File: src/hdl/lag_pkg.sv
`default_nettype none
// ----------------------------------------------------------------------------
// lag_pkg
// Shared types and constants of the associated Laguerre evaluator.
// ----------------------------------------------------------------------------
package lag_pkg;

    localparam int DEG_W          = 6;
    localparam int ORD_W          = 6;
    localparam int PT_W           = 32;
    localparam int VAL_W          = 64;
    localparam int IDX_W          = 6;
    localparam int NUM_W          = 98;
    localparam int QUO_W          = 88;
    localparam int DIV_STEPS      = 8;
    localparam int DIV_STAGES     = QUO_W / DIV_STEPS;
    localparam int MAX_DEGREE_DEF = 31;

    localparam logic [VAL_W-1:0] ONE_Q32     = 64'h0000_0001_0000_0000;
    localparam logic [VAL_W-1:0] NEG_ONE_Q32 = 64'hFFFF_FFFF_0000_0000;

    // recurrence context, travels with each item around the loop
    typedef struct packed {
        logic [VAL_W-1:0] v1;
        logic [VAL_W-1:0] v2;
        logic [ORD_W-1:0] m;
        logic [PT_W-1:0]  x;
        logic [IDX_W-1:0] n;
        logic [IDX_W-1:0] i;
        logic             sat;
    } t_ctx;

endpackage
`default_nettype wire

File: src/hdl/lag_div.sv
`default_nettype none
// ----------------------------------------------------------------------------
// lag_div
// Pipelined restoring divider: |num| / 2^16 / i, eight quotient bits a stage.
// ----------------------------------------------------------------------------
module lag_div (
    input  wire logic           i_clk,
    input  wire logic           i_rst_n,
    input  wire logic           i_en,
    input  wire logic           i_valid,
    input  wire lag_pkg::t_ctx  i_ctx,
    input  wire logic [lag_pkg::NUM_W-1:0] i_num,
    output logic                o_valid,
    output lag_pkg::t_ctx       o_ctx,
    output logic                o_neg,
    output logic [lag_pkg::QUO_W-1:0] o_quo
);
    import lag_pkg::*;

    logic             r_valid [DIV_STAGES+1];
    t_ctx             r_ctx   [DIV_STAGES+1];
    logic             r_neg   [DIV_STAGES+1];
    logic [QUO_W-1:0] r_w     [DIV_STAGES+1];
    logic [IDX_W-1:0] r_rem   [DIV_STAGES+1];

    logic [NUM_W-1:0] w_mag;

    assign w_mag = i_num[NUM_W-1] ? (NUM_W'(0) - i_num) : i_num;

    always_ff @(posedge i_clk) begin
        if (!i_rst_n) begin
            r_valid[0] <= 1'b0;
        end else if (i_en) begin
            r_valid[0] <= i_valid;
        end
    end

    always_ff @(posedge i_clk) begin
        if (i_en) begin
            r_ctx[0] <= i_ctx;
            r_neg[0] <= i_num[NUM_W-1];
            r_w[0]   <= QUO_W'(w_mag[NUM_W-1:16]);
            r_rem[0] <= '0;
        end
    end

    for (genvar s = 0; s < DIV_STAGES; s++) begin : g_stage
        logic [QUO_W-1:0] n_w;
        logic [IDX_W-1:0] n_rem;

        always_comb begin
            logic [IDX_W:0]   cur;
            logic [QUO_W-1:0] wt;
            logic [IDX_W-1:0] rt;
            wt = r_w[s];
            rt = r_rem[s];
            for (int k = 0; k < DIV_STEPS; k++) begin
                cur = {rt, wt[QUO_W-1]};
                wt  = {wt[QUO_W-2:0], 1'b0};
                if (cur >= {1'b0, r_ctx[s].i}) begin
                    rt    = IDX_W'(cur - {1'b0, r_ctx[s].i});
                    wt[0] = 1'b1;
                end else begin
                    rt = cur[IDX_W-1:0];
                end
            end
            n_w   = wt;
            n_rem = rt;
        end

        always_ff @(posedge i_clk) begin
            if (!i_rst_n) begin
                r_valid[s+1] <= 1'b0;
            end else if (i_en) begin
                r_valid[s+1] <= r_valid[s];
            end
        end

        always_ff @(posedge i_clk) begin
            if (i_en) begin
                r_ctx[s+1] <= r_ctx[s];
                r_neg[s+1] <= r_neg[s];
                r_w[s+1]   <= n_w;
                r_rem[s+1] <= n_rem;
            end
        end
    end

    assign o_valid = r_valid[DIV_STAGES];
    assign o_ctx   = r_ctx[DIV_STAGES];
    assign o_neg   = r_neg[DIV_STAGES];
    assign o_quo   = r_w[DIV_STAGES];

endmodule
`default_nettype wire

File: config.mk
export PLATFORM = sky130hd
export DESIGN_NAME = lag_div
export DESIGN_NICKNAME = d
export VERILOG_FILES = /design/src/hdl/lag_pkg.sv /design/src/hdl/lag_div.sv
export SDC_FILE = /design/constraint.sdc
export NUM_CORES = 2
export LEC_CHECK = 0
export BUFFER_PORTS_ARGS = -buffer_cell sky130_fd_sc_hd__buf_2
export CORE_MARGIN = 2
export CORE_UTILIZATION = 40
export CTS_BUF_LIST = sky130_fd_sc_hd__clkbuf_4 sky130_fd_sc_hd__clkbuf_8
export DETAILED_ROUTE_END_ITERATION = 16
export REMOVE_ABC_BUFFERS = 1
export SYNTH_ARGS = -nofsm -noshare
export SYNTH_HDL_FRONTEND = slang
export SYNTH_SLANG_ARGS = --single-unit
export TNS_END_PERCENT = 20
File: constraint.sdc
create_clock -name i_clk -period 17.45 [get_ports i_clk]
set_clock_uncertainty 0.15 [all_clocks]
set_input_delay 2.6175 -clock i_clk [delete_from_list [all_inputs] [get_ports i_clk]]
set_output_delay 2.6175 -clock i_clk [all_outputs]
set_load 0.01 [all_outputs]
Word-level counts from Yosys, hierarchy flattened
Memory sizes are Yosys's and may differ from the RTL's.
Cells that the tools add are included.
- muxes and demuxes: 194
- magnitude comparators: 88
- add/sub/neg operators: 89
- bitwise gates (word level): 12
- operators with widths (kind ; number):
    $ge A7 B6 Y1 ; 88
    $mux W6 ; 88
    $sub A6 B6 Y6 ; 88
    $mux W1 ; 105
    $mux W98 ; 1
    $sub A1 B98 Y98 const A ; 1
    $or A1 B1 Y1 ; 12
- logic and storage cells: 388
- memories: 5
- flip-flop bits (word level): 0
- output and inout bits: 269
- RAM bits: 3300
- memory list (name ; words ; width ; rd ports ; clocked after memory_dff ; write ports ; RTL line ; RTL):
    r_ctx ; 12 ; 179 ; 12 ; 0 ; 12 ; lag_div.sv:21 ; t_ctx r_ctx [DIV_STAGES+1];
    r_w ; 12 ; 88 ; 12 ; 0 ; 12 ; lag_div.sv:23 ; logic [QUO_W-1:0] r_w [DIV_STAGES+1];
    r_rem ; 12 ; 6 ; 11 ; 0 ; 12 ; lag_div.sv:24 ; logic [IDX_W-1:0] r_rem [DIV_STAGES+1];
    r_neg ; 12 ; 1 ; 12 ; 0 ; 12 ; lag_div.sv:22 ; logic r_neg [DIV_STAGES+1];
    r_valid ; 12 ; 1 ; 12 ; 0 ; 12 ; lag_div.sv:20 ; logic r_valid [DIV_STAGES+1];

Logic depth before layout (Yosys ltp)
- depth in word-level cells: 16
- mapped depth: 93

Worst setup path before layout
No wires, ideal clock.
- kind: register to register
- start: memory r_ctx[0][539] (netlist name)
- end: memory r_rem[4][0] (data pin)
- data arrival time: 16.725 ns
- library setup time: 0.259 ns
- setup slack: 0.316 ns
- cell stages (with the launch flop): 91
- buffers on the path: 2
- path through: edfxtp_1 > inv_1 > ha_1 > a21oi_1 > o21ai_0 > a41oi_2 > inv_2 > o21ai_0 > inv_1 > ha_1 > nor2b_1 > o31a_1 > o21ai_0 > o211ai_1 > a221oi_1 > and2_1 > buf_2 > inv_1 > (+55 left out) > a21oi_1 > o41ai_1 > a31oi_1 > o21a_1 > nand2_1 > o21ai_0 > ha_1 > a21o_1 > a21o_1 > a21o_1 > a21o_1 > a31o_2 > a21o_1 > nor2_1 > inv_1 > o21ai_1 > inv_1 > mux2i_1
- RTL lines (what ; RTL line):
    from (decl) ; lag_div.sv:21
    to (decl) ; lag_div.sv:24

==> flow_summary.yaml <==
synthesis:
  ys_types: 118
  yosysSeqAreaShare: 0.755
  synth-xor-area-share: 0.0236
  synth_top_area_cell: "edfxtp_1"
  netlist_area_sq_um: 131000
  synth_top_family_by_area: "compound AO/OA/AOI/OAI gates"
  synth_compound_area_frac: 0.0631
  syn_inst: 7562
  synth-seq-cells: 3282
  synth_mux_area_frac: 0.0225
  ys_top_cells_by_area: "edfxtp_1, ha_1, xnor2_1"
  async_flop_share: 0
  synth_warnings: 0
  synth_edf_count: 3281
  yosysTopAreaCellShare: 0.755
  synthAdderAreaFrac: 0.0621
  avgSynthCellArea_sq_um: 17.3
  ys.flop_type: "edfxtp_1"
  synth-simple-area-share: 0.0432
sta:
  hold_viol: 0
  worst_slack_ns: 1.07
  rsz0062_at_grt: "yes"
  setup_viol: 0
  post-route-period-util: 0.939
  tightest_slew_ns: 1.12
  slew_headroom: 0.253
  max_freq_mhz: 61.0
  min_period_ns: 16.38
  tns_ns: 0
  slew_violations: 0
job:
  drv_cap: 0
grt:
  grt_pass1_wl_mm: 379
  grt_max_degree: 210
  antenna_found_initial: 45
  track_usage: 0.145
  grt-ovfl-total: 0
  grt_pass1_vias: 67584
clock_tree:
  numCtsBuffers: 549
  clock-root-buffer: "clkbuf_8"
  clk_path_buf_depth: 4
  cts.sinks: 3282
  clock_latency_ns: 1.11
  postCtsHoldBufs: 0
  clk_pin_slew_ns: 0.06
  cts_tree: "built"
  htreeDepth: 6
die:
  start_util: 0.402
  die_x_microns: 575
  rows: 209
  dieArea_sq_um: 331000
  ios: 550
  core_sq_um: 325000
  chipHeight_microns: 575
route:
  first_pass_iters: 5
  antenna_left: 0
  postRouteWirelength_mm: 245
  drc: 0
  wl_per_cell_microns: 18.0
  drt_first_iter_violations: 4575
  vias: 65821
  via_per_inst: 4.82
worst_setup_path:
  cp-start-kind: "register"
  arrival_ns: 17.06
  critPathMaxStageDelay_ns: 0.51
  cp_common_cell: "a21o_1"
  crit_fanout: 9
  crit_type: "reg -> reg"
  end_kind: "register"
  cp_slowest_cell: "or4b_1"
  rrSetupSlack_ns: 1.07
  cp.required_ns: 18.13
place:
  dp_hpwl_mm: 161
  pre_cts_ws_ns: 0.204
  detailed_place.area_sq_um: 140000
  portBuffers: 549
  gp_congestion: 0.858
final_layout:
  design_area_sq_um: 152000
  drive_gt1_frac: 0.242
  fin_util: 0.468
  layout_common_cells: "edfxtp_1, clkbuf_8, buf_4"
  nNetsFinal: 9781
  final_common_cell: "edfxtp_1"
  area_growth_pct: 16.4
run_status:
  status: "finished clean"
min_path:
  min_path_type: "reg -> reg"
==> area by class of cell <==
class,count,area [sq um]
Multi-Input combinational cell,3500,28300
Fill cell,27832,173000
Clock inverter,257,2000
Sequential cell,3282,98500
Inverter,460,1770
Timing Repair Buffer,1108,7070
Antenna cell,6,15.0
Clock buffer,707,8770
Tap cell,4325,5410
==> state kept, by name (all words and copies together) (netlist names) <==
name / flops
r_rem: 60
r_ctx: 2148
r_w: 1050
r_valid: 12
r_neg: 12
==> worst max-delay path, delay by kind of cell (launching register included) <==
family | cells | cell delay, ns
muxes | 5 | 1.43
and+or+nand+nor | 18 | 2.86
buffers and inverters | 8 | 1.04
AOI/OAI and AO/OA | 35 | 7.71
adders and majority gates | 8 | 2.52
DFF | 1 | 0.41
==> worst paths after layout <==
check | start | endpoint | cells past startpoint
worst max-delay path | r_ctx[1][182] | r_rem[6][1] | 74
worst min-delay path | r_w[0][335] | r_w[1][79] | 0
worst max register to register | r_ctx[1][182] | r_rem[6][1] | 74
worst min register to register | r_w[0][335] | r_w[1][79] | 0
==> logic make-up after synthesis <==
group,after synthesis
XOR/XNOR,352
adder cells (fa/ha/maj),599
AND/OR/NAND/NOR,1077
AO/OA/AOI/OAI,1197
multiplexers,275
flip-flops,3282
buffers and inverters,780
==> cell usage after synthesis (all sizes together) (122+ instances only) <==
| cell type | instances |
|---|---|
| a21o | 190 |
| a21oi | 241 |
| buf | 293 |
| edfxtp | 3281 |
| ha | 518 |
| inv | 459 |
| mux2 | 122 |
| mux2i | 153 |
| nand2 | 267 |
| nor2 | 249 |
| o21ai | 285 |
| xnor2 | 233 |
==> through the flow <==
stage	cells	hold slack, ns
2_1_floorplan	7242	0.250
3_3_place_gp	12635	0.250
3_5_place_dp	12635	0.255
4_1_cts	13599	0.216
5_1_grt	13643	0.224
6_report	13645	0.232
==> per-layer routing <==
layer / GRT usage / up-vias / share of wire
li1: - / 31489 / -
met1: 0.195 / 32126 / 0.45
met2: 0.232 / 1608 / 0.46
met3: 0.0293 / 598 / 0.051
met4: 0.0552 / 0 / 0.034
met5: 0 / - / 0
==> repair_timing <==
item                       in CTS  in global routing
setup endpoints to repair       0                 71
buffers inserted                0                 40
resized for setup               0                135
Power is left out: the tool's default activity adds up to more than one toggle a clock period on the data nets, which glitch-free logic cannot reach.
